--- src/hw/rtl/w2a_pkg.sv ---
// Package for the word to decimal/hex ASCII converter.
// Holds the item types, the cell and controller codes and the digit-to-ASCII function.
// No dependencies.
`timescale 1ns / 1ps

package w2a_pkg;

  localparam int VALUE_W   = 16;
  localparam int DIGIT_W   = 4;
  localparam int NUM_CELLS = 5;
  localparam int HEX_DIGITS = 4;
  localparam int POS_W     = 8;
  localparam int CHAR_W    = 7;
  localparam int CNT_W     = 3;
  localparam int BIT_CNT_W = 4;

  localparam logic [CHAR_W-1:0] CHAR_ZERO  = 7'h30;
  localparam logic [CHAR_W-1:0] CHAR_UPPER = 7'h41;
  localparam logic [CHAR_W-1:0] CHAR_LOWER = 7'h61;

  localparam logic                 ACT_DEC = 1'b0;
  localparam logic                 ACT_HEX = 1'b1;

  // Decimal digit weights used to find the printed length.
  localparam logic [VALUE_W-1:0] W_10    = 16'd10;
  localparam logic [VALUE_W-1:0] W_100   = 16'd100;
  localparam logic [VALUE_W-1:0] W_1000  = 16'd1000;
  localparam logic [VALUE_W-1:0] W_10000 = 16'd10000;

  typedef struct packed {
    logic              action;
    logic [VALUE_W-1:0] value;
    logic [POS_W-1:0]  start_length;
    logic [POS_W-1:0]  max_length;
  } in_item_t;

  typedef struct packed {
    logic              char_valid;
    logic [CHAR_W-1:0] char_code;
    logic [POS_W-1:0]  position;
    logic [POS_W-1:0]  final_length;
    logic              last;
  } out_item_t;

  // Operation applied to every cell of the digit chain in the same cycle.
  typedef enum logic [1:0] {
    CELL_HOLD,
    CELL_LOAD,
    CELL_DABBLE,
    CELL_SHIFT
  } cell_op_t;

  typedef enum logic [1:0] {
    ST_IDLE,
    ST_CONV,
    ST_SKIP,
    ST_EMIT
  } state_t;

  // Map a digit value to its ASCII character.
  function automatic logic [CHAR_W-1:0] hex_char(input logic [DIGIT_W-1:0] nib,
                                                 input logic lower);
    logic [CHAR_W-1:0] base;
    base = lower ? CHAR_LOWER : CHAR_UPPER;
    if (nib < 4'd10) begin
      return CHAR_ZERO + {3'b000, nib};
    end
    return base + {3'b000, nib} - 7'd10;
  endfunction

endpackage

--- src/hw/rtl/word_to_decimal_hex_ascii_core.sv ---
// Top level of the word to decimal/hex ASCII converter: controller, digit chain, result register.
// Depends on w2a_pkg and w2a_cell.
//
// Channel  Ports                             Handshake
// input    start, busy, in_item              taken when start is high and busy is low
// result   out_strobe, out_item              shown for a single cycle each, cannot be held off
// config   cfg_valid, cfg_ready, cfg_data    written when cfg_valid and cfg_ready are high
//
// Hex items are loaded, then give one character per cycle; a no-room item gives an empty result.
// Decimal items are loaded, then take one shift-and-add-3 step per value bit through the five
// digit cells, then drop one leading zero digit per cycle, then give one character per cycle.
// Results are registered and leave in the next cycle; busy is low again as the last one leaves.
// Reset is synchronous and clears the controller, the result strobe and hex_lower_r.
// The receiver cannot stall; every result is shown for exactly one cycle.
`timescale 1ns / 1ps

module word_to_decimal_hex_ascii_core (
  input  logic               clk,
  input  logic               rst_n,
  input  logic               start,
  output logic               busy,
  input  w2a_pkg::in_item_t  in_item,
  output logic               out_strobe,
  output w2a_pkg::out_item_t out_item,
  input  logic               cfg_valid,
  output logic               cfg_ready,
  input  logic               cfg_data
);
  import w2a_pkg::*;

  state_t                 state_r, state_nxt;
  logic                   hex_lower_r;
  logic                   hex_r, hex_nxt;
  logic [VALUE_W-1:0]     value_r, value_nxt;
  logic [BIT_CNT_W-1:0]   bit_cnt_r, bit_cnt_nxt;
  logic [CNT_W-1:0]       skip_r, skip_nxt;
  logic [CNT_W-1:0]       cnt_r, cnt_nxt;
  logic [POS_W-1:0]       pos_r, pos_nxt;
  logic [POS_W-1:0]       fin_r, fin_nxt;
  logic                   out_strobe_r, out_strobe_nxt;
  out_item_t              out_item_r, out_item_nxt;

  cell_op_t               cell_op;
  logic [DIGIT_W-1:0]     load_digit [NUM_CELLS];
  logic [DIGIT_W-1:0]     cell_digit [NUM_CELLS];
  logic                   cell_bit   [NUM_CELLS+1];

  logic                   accept;
  logic [CNT_W-1:0]       dec_len;
  logic [CNT_W-1:0]       ndig;
  logic [POS_W-1:0]       room;
  logic [CNT_W-1:0]       count;

  assign accept    = start && !busy;
  assign busy      = (state_r != ST_IDLE);
  assign cfg_ready = 1'b1;
  assign out_strobe = out_strobe_r;
  assign out_item   = out_item_r;

  // Configuration register.
  always_ff @(posedge clk) begin
    if (!rst_n) begin
      hex_lower_r <= 1'b0;
    end else if (cfg_valid && cfg_ready) begin
      hex_lower_r <= cfg_data;
    end
  end

  // Printed decimal length, and how many characters fit before the limit.
  always_comb begin
    if (in_item.value >= W_10000) begin
      dec_len = 3'd5;
    end else if (in_item.value >= W_1000) begin
      dec_len = 3'd4;
    end else if (in_item.value >= W_100) begin
      dec_len = 3'd3;
    end else if (in_item.value >= W_10) begin
      dec_len = 3'd2;
    end else begin
      dec_len = 3'd1;
    end
    ndig  = (in_item.action == ACT_HEX) ? CNT_W'(HEX_DIGITS) : dec_len;
    room  = (in_item.start_length < in_item.max_length) ?
            in_item.max_length - in_item.start_length : '0;
    count = (room < {5'b00000, ndig}) ? room[CNT_W-1:0] : ndig;
  end

  // Load values: hex puts the nibbles into the upper four cells, decimal clears the chain.
  always_comb begin
    for (int k = 0; k < NUM_CELLS; k++) begin
      load_digit[k] = '0;
    end
    if (in_item.action == ACT_HEX) begin
      for (int k = 1; k < NUM_CELLS; k++) begin
        load_digit[k] = in_item.value[(k-1)*DIGIT_W +: DIGIT_W];
      end
    end
  end

  // Digit chain: bits ripple up during conversion, digits move up during output.
  assign cell_bit[0] = value_r[VALUE_W-1];

  for (genvar g = 0; g < NUM_CELLS; g++) begin : g_cell
    logic [DIGIT_W-1:0] digit_in;
    if (g == 0) begin : g_first
      assign digit_in = '0;
    end else begin : g_rest
      assign digit_in = cell_digit[g-1];
    end
    w2a_cell u_cell (
      .clk        (clk),
      .op         (cell_op),
      .load_digit (load_digit[g]),
      .bit_in     (cell_bit[g]),
      .digit_in   (digit_in),
      .digit      (cell_digit[g]),
      .bit_out    (cell_bit[g+1])
    );
  end

  // Controller state registers.
  always_ff @(posedge clk) begin
    if (!rst_n) begin
      state_r      <= ST_IDLE;
      out_strobe_r <= 1'b0;
    end else begin
      state_r      <= state_nxt;
      out_strobe_r <= out_strobe_nxt;
    end
  end

  // Working registers and the result register carry no reset.
  always_ff @(posedge clk) begin
    hex_r      <= hex_nxt;
    value_r    <= value_nxt;
    bit_cnt_r  <= bit_cnt_nxt;
    skip_r     <= skip_nxt;
    cnt_r      <= cnt_nxt;
    pos_r      <= pos_nxt;
    fin_r      <= fin_nxt;
    out_item_r <= out_item_nxt;
  end

  // Next state, chain operation and result.
  always_comb begin
    state_nxt      = state_r;
    hex_nxt        = hex_r;
    value_nxt      = value_r;
    bit_cnt_nxt    = bit_cnt_r;
    skip_nxt       = skip_r;
    cnt_nxt        = cnt_r;
    pos_nxt        = pos_r;
    fin_nxt        = fin_r;
    out_strobe_nxt = 1'b0;
    out_item_nxt   = out_item_r;
    cell_op        = CELL_HOLD;

    unique case (state_r)
      ST_IDLE: begin
        if (accept) begin
          hex_nxt     = in_item.action;
          value_nxt   = in_item.value;
          bit_cnt_nxt = BIT_CNT_W'(VALUE_W - 1);
          skip_nxt    = CNT_W'(NUM_CELLS) - dec_len;
          cnt_nxt     = count;
          pos_nxt     = in_item.start_length;
          fin_nxt     = in_item.start_length + {5'b00000, count};
          cell_op     = CELL_LOAD;
          if (count == '0) begin
            // No room: one empty result, and the block stays free.
            out_strobe_nxt            = 1'b1;
            out_item_nxt.char_valid   = 1'b0;
            out_item_nxt.char_code    = '0;
            out_item_nxt.position     = in_item.start_length;
            out_item_nxt.final_length = in_item.start_length;
            out_item_nxt.last         = 1'b1;
          end else if (in_item.action == ACT_HEX) begin
            state_nxt = ST_EMIT;
          end else begin
            state_nxt = ST_CONV;
          end
        end
      end
      ST_CONV: begin
        cell_op     = CELL_DABBLE;
        value_nxt   = {value_r[VALUE_W-2:0], 1'b0};
        bit_cnt_nxt = bit_cnt_r - 1'b1;
        if (bit_cnt_r == '0) begin
          state_nxt = (skip_r == '0) ? ST_EMIT : ST_SKIP;
        end
      end
      ST_SKIP: begin
        // Drop leading zero digits from the top of the chain.
        cell_op  = CELL_SHIFT;
        skip_nxt = skip_r - 1'b1;
        if (skip_r == 3'd1) begin
          state_nxt = ST_EMIT;
        end
      end
      ST_EMIT: begin
        cell_op                   = CELL_SHIFT;
        out_strobe_nxt            = 1'b1;
        out_item_nxt.char_valid   = 1'b1;
        out_item_nxt.char_code    = hex_char(cell_digit[NUM_CELLS-1], hex_lower_r);
        out_item_nxt.position     = pos_r;
        out_item_nxt.final_length = fin_r;
        out_item_nxt.last         = (cnt_r == 3'd1);
        pos_nxt                   = pos_r + 1'b1;
        cnt_nxt                   = cnt_r - 1'b1;
        if (cnt_r == 3'd1) begin
          state_nxt = ST_IDLE;
        end
      end
      default: begin
        state_nxt = ST_IDLE;
      end
    endcase
  end

  // The results of one item leave in consecutive cycles.
  a_results_contiguous: assert property (@(posedge clk) disable iff (!rst_n)
    out_strobe_r && !out_item_r.last |=> out_strobe_r)
    else $error("result sequence broken before its last result");

  // An empty result is always the only one of its item.
  a_empty_is_last: assert property (@(posedge clk) disable iff (!rst_n)
    out_strobe_r && !out_item_r.char_valid |-> out_item_r.last)
    else $error("empty result not marked last");

  // The block frees itself only when the last result goes out.
  a_busy_ends_on_last: assert property (@(posedge clk) disable iff (!rst_n)
    $fell(busy) |-> out_strobe_r && out_item_r.last)
    else $error("busy dropped without a last result");

  // Decimal conversion leaves only valid digits at the top of the chain.
  a_dec_digit_range: assert property (@(posedge clk) disable iff (!rst_n)
    state_r == ST_EMIT && hex_r == ACT_DEC |-> cell_digit[NUM_CELLS-1] <= 4'd9)
    else $error("decimal digit out of range");

  // The last character's position is one below the final length.
  a_pos_bound: assert property (@(posedge clk) disable iff (!rst_n)
    out_strobe_r && out_item_r.char_valid && out_item_r.last |->
      out_item_r.position + 8'd1 == out_item_r.final_length)
    else $error("last character position does not match final length");

endmodule

--- src/hw/rtl/w2a_cell.sv ---
// One digit cell of the conversion chain: a 4-bit digit register.
// Depends on w2a_pkg for the cell operation codes.
`timescale 1ns / 1ps

module w2a_cell (
  input  logic                       clk,
  input  w2a_pkg::cell_op_t          op,
  input  logic [w2a_pkg::DIGIT_W-1:0] load_digit,
  input  logic                       bit_in,
  input  logic [w2a_pkg::DIGIT_W-1:0] digit_in,
  output logic [w2a_pkg::DIGIT_W-1:0] digit,
  output logic                       bit_out
);
  import w2a_pkg::*;

  logic [DIGIT_W-1:0] digit_r;
  logic [DIGIT_W-1:0] digit_nxt;
  logic [DIGIT_W-1:0] adj;

  // Add three when the digit would overflow past nine after doubling.
  assign adj     = (digit_r >= 4'd5) ? digit_r + 4'd3 : digit_r;
  assign bit_out = adj[DIGIT_W-1];
  assign digit   = digit_r;

  // Next digit for each chain operation.
  always_comb begin
    case (op)
      CELL_LOAD:   digit_nxt = load_digit;
      CELL_DABBLE: digit_nxt = {adj[DIGIT_W-2:0], bit_in};
      CELL_SHIFT:  digit_nxt = digit_in;
      default:     digit_nxt = digit_r;
    endcase
  end

  always_ff @(posedge clk) begin
    digit_r <= digit_nxt;
  end

endmodule
--- config.mk ---
export PLATFORM = sky130hd
export DESIGN_NAME = word_to_decimal_hex_ascii_core
export DESIGN_NICKNAME = d
export VERILOG_FILES = /design/src/hw/rtl/w2a_pkg.sv /design/src/hw/rtl/word_to_decimal_hex_ascii_core.sv /design/src/hw/rtl/w2a_cell.sv
export SDC_FILE = /design/constraint.sdc
export NUM_CORES = 1
export LEC_CHECK = 0
export ABC_AREA = 1
export BUFFER_PORTS_ARGS = -buffer_cell sky130_fd_sc_hd__clkbuf_2
export CELL_PAD_IN_SITES_DETAIL_PLACEMENT = 1
export CELL_PAD_IN_SITES_GLOBAL_PLACEMENT = 1
export CORE_AREA = 3 3 114 116
export DETAILED_ROUTE_END_ITERATION = 16
export DIE_AREA = 0 0 117 119
export PLACE_DENSITY_LB_ADDON = 0.25
export RECOVER_POWER = 25
export SYNTH_ARGS = -nofsm -noshare
export SYNTH_HDL_FRONTEND = slang
export SYNTH_SLANG_ARGS = --single-unit
--- constraint.sdc ---
create_clock -name clk -period 4.7 [get_ports clk]
set_clock_uncertainty 0.05 [all_clocks]
set_input_delay 0.235 -clock clk [delete_from_list [all_inputs] [get_ports clk]]
set_output_delay 0.235 -clock clk [all_outputs]
set_load 0.05 [all_outputs]
==> results of run 1 <==
-- kinds of logic (layout without fill, tap and decap cells) --
family                     Yosys count  count (layout)  synth area share, %
AOI/OAI and AO/OA                  115             115                12.32
xor gates and xnor gates            16              16                2.723
adders and majority gates           36              36                8.585
buffers and inverters              110             183                7.685
DFF                                 91              91                49.67
muxes                                2               2               0.3693
other                                1               1              0.06917
and+or+nand+nor                    223             223                18.58
-- layout make-up --
cell class | count | area [um^2]
flip-flops and latches | 91 | 2693
repair buffers | 69 | 316.6
fillers | 1445 | 5788
multi-input cells | 393 | 2312
clock inverters | 7 | 125.1
well taps | 147 | 183.9
inverters | 98 | 367.9
clock buffers | 9 | 225.2
-- state kept, by name, indices dropped and copies added (netlist names) --
register	cells
bit_cnt_r	4
cnt_r	3
fin_r	8
g_cell.u_cell.digit	20
hex_lower_r	1
out_item	25
out_strobe	1
pos_r	8
skip_r	3
state_r	2
value_r	16
-- report_power, final --
part           leakage, nW  total, W  internal (W)  switching, W
logic                 1.63   0.00127      0.000351      0.000919
registers            0.869   0.00141       0.00126      0.000146
clock network        0.170  0.000852      0.000525      0.000328
total                 2.67   0.00353       0.00214       0.00139
-- critical path, stage by stage --
cell	delay, ps
clkbuf_2	120
ha_1	240
fa_1	410
inv_1	70
nand3_1	60
nand2_1	130
nand2_1	70
nand3_1	90
nand2_1	90
nor2_1	160
ha_1	170
inv_1	50
nand3_1	70
nor2_1	50
nand3_2	70
nand2_4	70
nand2_4	80
nand2_2	60
nand2_4	70
ha_1	140
inv_1	60
fa_1	400
o21ai_0	290
nand3_1	130
xor2_1	150
-- metal layers --
layer	up-vias	global-route usage, %	part of all wire, %
met5	-	0	0
met4	0	5.376	1.3
met3	15	3.252	3.5
met2	86	34.07	48
met1	2148	29.03	47
li1	2143	-	-
-- cell usage in the layout (no fill, tap or decap), types with 10 or more instances in the layout --
cell type,synthesis,layout
nand2_1,123,123
inv_1,95,95
edfxtp_1,87,87
o21ai_0,55,55
nor2_1,39,39
clkbuf_2,0,37
ha_1,34,34
a21oi_1,30,30
clkbuf_1,11,29
nand3_1,22,22
o221ai_1,15,15
xor2_1,10,10
-- worst max-delay path by stage --
stage,endpoint,cells after the start,from,slack (ps)
floorplan,fin_r[6]$_DFFE_PP_,22,in_item[0],1220
finish,fin_r[6]$_DFFE_PP_,25,in_item[8],1210
detailed placement,fin_r[6]$_DFFE_PP_,25,in_item[8],820
global route,fin_r[7]$_DFFE_PP_,26,in_item[0],910
global placement,fin_r[6]$_DFFE_PP_,23,in_item[0],950
CTS,fin_r[6]$_DFFE_PP_,25,in_item[8],1180
-- metrics by stage --
| step | instance area [um^2] | instances | utilization (%) |
|---|---|---|---|
| 2_1_floorplan | 5421 | 594 | - |
| 3_5_place_dp | 5914 | 798 | 49.24 |
| 4_1_cts | 6265 | 814 | 52.16 |
| 6_report | 6223 | 814 | 51.81 |
| 3_3_place_gp | 5914 | 798 | 49.24 |
| 5_1_grt | 6223 | 814 | 51.81 |
==> results.cfg, run 1 <==
[detailed_routing]
dr.pass1.iters = 4
drtAntennaViolNets = 0
drc = 0
wirelength_um = 13990
vias_per_cell = 5.396
wire_per_inst_um = 17.19
drt_iter0_drc = 303
vias = 4392

[timing]
relSlewSlack_pct = 13.13
slew_viol_final = 0
rsz0062_at_grt = false
max_freq_mhz = 286.3
totalNegativeSetupSlack_ps = 0
hold_violations = 0
finalSetupViolations = 0
period_minus_slack_ps = 3492
period_share_pct = 74.30
holdWs_ps = 35.86
tightest_slew_ps = 1303
post-route-worst-setup-slack_ps = 1208

[synth]
ys_top_cells_by_count = nand2_1, inv_1, edfxtp_1, o21ai_0, nor2_1
yosys.area.top_type = edfxtp_1
netlist_instances = 594
synth_top_area_share_pct = 48.19
yosysSeqAreaShare_pct = 49.67
synth.most_common_cell = nand2_1
synthesis.area_um2 = 5421
syn_nets = 668
synth_area_leaders = edfxtp_1, nand2_1, ha_1
synthFlopType = edfxtp_1
synth_area_per_cell_um2 = 9.127
synth-edff-count = 87
synth-warning-count = 0
ys_types = 40
synthArstFlopShare_pct = 0
synth-seq-cells = 91

[global_routing]
grt_overflow = 0
antenna_found_initial = 0
grt_pass1_wl_um = 22740
track_usage_pct = 20.92
grt_max_degree = 35
first_global_vias = 4493

[clocking]
cts_tree = built
ctsRootBufferMaster = clkbuf_16
cts_hold_buf = 0
post_cts_buffers = 0
h-tree-depth = 3
clk_pin_slew_ps = 60
cts_made_buffers = 9
cts_num_sinks = 91
worstSkewPairLatency_ps = 350
clockBufferDepth = 2
cts_resized = 0

[floorplan]
rows = 40
die_y_um = 119
die_w_um = 117
initial_core_util_pct = 45.14
io_pins = 66
die_area_um2 = 13920
core_um2 = 12010

[finish]
final_layout_size_suffix_gt1_share_pct = 12.74
diodes = 0
nets = 736
syn2layout_area_growth_pct = 14.79

[power]
power_density_nw_per_um2 = 567.0
power.total_w = 0.003529
power_leakage_nw = 2.670
peakVddDrop_uv = 257.3

[setup_path]
crit_arrival_ps = 3540
crit_path_start_kind = input pin
path_class = in -> reg
reg2reg_to = value_r[3]$_DFFE_PP_
end_kind = register
worst-path-max-fanout = 4
r2r_start = state_r[1]$_SDFFE_PN0P_
worstPathRequired_ps = 4750
ff2ff_path_depth = 8
r2r_slack_ps = 1380

[placed_design]
place_congestion = 0.8049
post-place-ws_ps = 820.9
hpwl_um = 10730
port_buffers = 64

[hold_path]
whs_endpoint = hex_lower_r$_SDFFE_PN0P_
min_from = cfg_valid
hold_path_class = in -> reg
whs_path_depth = 2

[job]
drv_cap = 0

[run_status]
outcome = complete, no violations
Power figures use the tool's default switching activity.
==> run 2, diff against run 1 <==
Settings changed: CORE_AREA 3 3 114 116 to 3 3 119 121, DIE_AREA 0 0 117 119 to 0 0 122 124.
Clock period 4.7 ns to 2.85 ns, I/O delays scaled along.
==> run 2 against run 1 <==
  * The flow now finishes with violations (negative setup slack)
  * Worst setup slack got worse by 1500 ps
  * Combinational power rose by 110%
  * Cell count rose by 16%
  * Register-to-register slack got worse by 1300 ps
  * Clock power rose by 55%
  * Final area rose by 23%
  * Worst hold slack improved by 9.5 ps
  * Via count rose by 16%
  * Sequential share of layout area fell by 8.0 points
  * Non-clock buffer count rose by 105
  * Sequential power rose by 65%
  * Wire length rose by 32%
  * Critical endpoint unchanged
  * Largest cell class is now multi-input gates
==> results.cfg, run 2 (same netlist as run 1, synthesis figures left out) <==
[timing]
holdWs_ps = 45.41
relSlewSlack_pct = 16.58
max_freq_mhz = 318.7
hold_violations = 0
period_minus_slack_ps = 3137
slew_viol_final = 0
tightest_slew_ps = 1251
rsz0062_at_grt = true
period_share_pct = 110.1
post-route-worst-setup-slack_ps = -287.5
finalSetupViolations = 33

[finish]
final_layout_size_suffix_gt1_share_pct = 31.35
syn2layout_area_growth_pct = 40.73
final_common_cell = nand2_1
layout_common_cells = nand2_1, buf_4, edfxtp_1
diodes = 0
nets = 841
largest_reg_flops = 25
stdcell_count = 948

[power]
power_leakage_nw = 3.281
pwr-share-comb_pct = 42.1
pwr-share-seq_pct = 37.0
peakVddDrop_uv = 299.8
switching_share_pct = 40.63
power_density_nw_per_um2 = 826.6
switching_power_w = 0.002562
internal_power_w = 0.003745
clkPwrFrac_pct = 20.9

[detailed_routing]
drtAntennaViolNets = 0
wirelength_um = 18420
wire_per_inst_um = 19.43
drt_iter0_drc = 277
wl_met2_um = 9508
top_layer_used = met4
vias = 5083
vias_per_cell = 5.362
drc = 0
drt-met1-wl_um = 7501
wl_met3_um = 903
dr.pass1.iters = 5

[placed_design]
dp_cells = 904
place_congestion = 0.8593
port_buffers = 64
hpwl_um = 11430

[floorplan]
die_y_um = 124
initial_core_util_pct = 41.10
rows = 42
io_pins = 66
die_area_um2 = 15130
core_um2 = 13190
die_w_um = 122

[global_routing]
antenna_found_initial = 0
track_usage_pct = 23.29
grt_overflow = 0
first_global_vias = 5343
grt_pass1_wl_um = 27230
grt_max_degree = 34

[clocking]
cts_made_buffers = 9
clk_pin_slew_ps = 70
cts_num_sinks = 91
ctsRootBufferMaster = clkbuf_16
cts_tree = built
worstSkewPairLatency_ps = 350
clockBufferDepth = 2
h-tree-depth = 3

[setup_path]
end_kind = register
crit_path_start_kind = input pin
worstPathRequired_ps = 2900
r2r_slack_ps = 90
critPathLaunch = in_item[31]
r2r_start = state_r[1]$_SDFFE_PN0P_
path_class = in -> reg
crit_arrival_ps = 3190
worst-path-max-fanout = 3

[hold_path]
min_from = in_item[16]
hold_path_class = in -> reg

[run_status]
outcome = finished, violations left
violations = negative setup slack

[job]
drv_cap = 0
run 2: changes by cell type in the layout (fill, tap and decap cells not counted), sizes merged:
cell	previous run	this run
dlygate4sd3	0	2
inv	98	97
buf	3	107
bufinv	3	2
clkinvlp	0	1
run 2: power by group through the flow:
| stage | clock network, W | registers (W) | logic (W) |
|---|---|---|---|
| finish | 0.00132 | 0.00233 | 0.00266 |
| detailed placement | 0 | 0.00234 | 0.00228 |
| floorplan | 0 | 0.00249 | 0.00133 |
| CTS | 0.00132 | 0.00232 | 0.00244 |
| global placement | 0 | 0.00230 | 0.00216 |
| global route | 0.00138 | 0.00239 | 0.00291 |
run 2: final cells by class:
class | instances | area (um^2)
Multi-Input combinational cell | 393 | 2740
Sequential cell | 91 | 2693
Timing Repair Buffer | 174 | 1260
Clock inverter | 6 | 90.09
Clock buffer | 10 | 229.0
Inverter | 98 | 397.9
Fill cell | 1514 | 5560
Tap cell | 176 | 220.2
run 2: path summary, 6_finish.rpt:
path / to / depth (start not counted)
worst max register to register: pos_r[5]$_DFFE_PP_ / 6
worst min-delay path: value_r[0]$_SDFFCE_PP0P_ / 3
worst max-delay path: fin_r[6]$_DFFE_PP_ / 24
worst min register to register: value_r[7]$_DFFE_PP_ / 2
run 2: worst max-delay path: stages:
cell and delay, ps:
clkbuf_2 110, nor2_4 130, nand3_2 100, nor2_2 140
inv_2 60, nor2_4 90, inv_1 60, nor2_1 150
inv_1 110, nor2_2 140, inv_1 100, ha_4 270
nand2_2 40, nand2_2 80, nand2_4 90, nand2_4 130
nand2_4 70, nand2_4 80, ha_4 140, inv_4 40
fa_2 420, o21ai_4 180, nand3_2 120, xor2_1 180
run 2: stage by stage:
step	setup slack (ps)	setup TNS (ps)	total power [W]	cell area, um^2	util [%]
after floorplan	-202.3	-548.9	0.003819	5545	-
after CTS	-143.5	-329.4	0.006083	7388	56.01
after global routing	-470.4	-7013	0.006683	7630	57.84
after detailed placement	-594.8	-11130	0.004625	6665	50.53
after global placement	-409.8	-7830	0.004459	6665	50.53
final	-287.5	-2423	0.006307	7630	57.84
run 2: what timing repair did:
item,4_1_cts,5_1_grt
endpoints found under the setup margin,5,35
gates cloned,0,2
endpoints found under the hold margin,1,0
resized for setup,49,38
hold buffers,2,0
pin swaps,25,16
buffers inserted,15,12
run 2: metal layers:
layer	vias to the layer above	track usage (%)
met4	0	7.563
met1	2531	27.94
met2	160	42.68
met5	-	0
li1	2345	-
met3	47	3.724
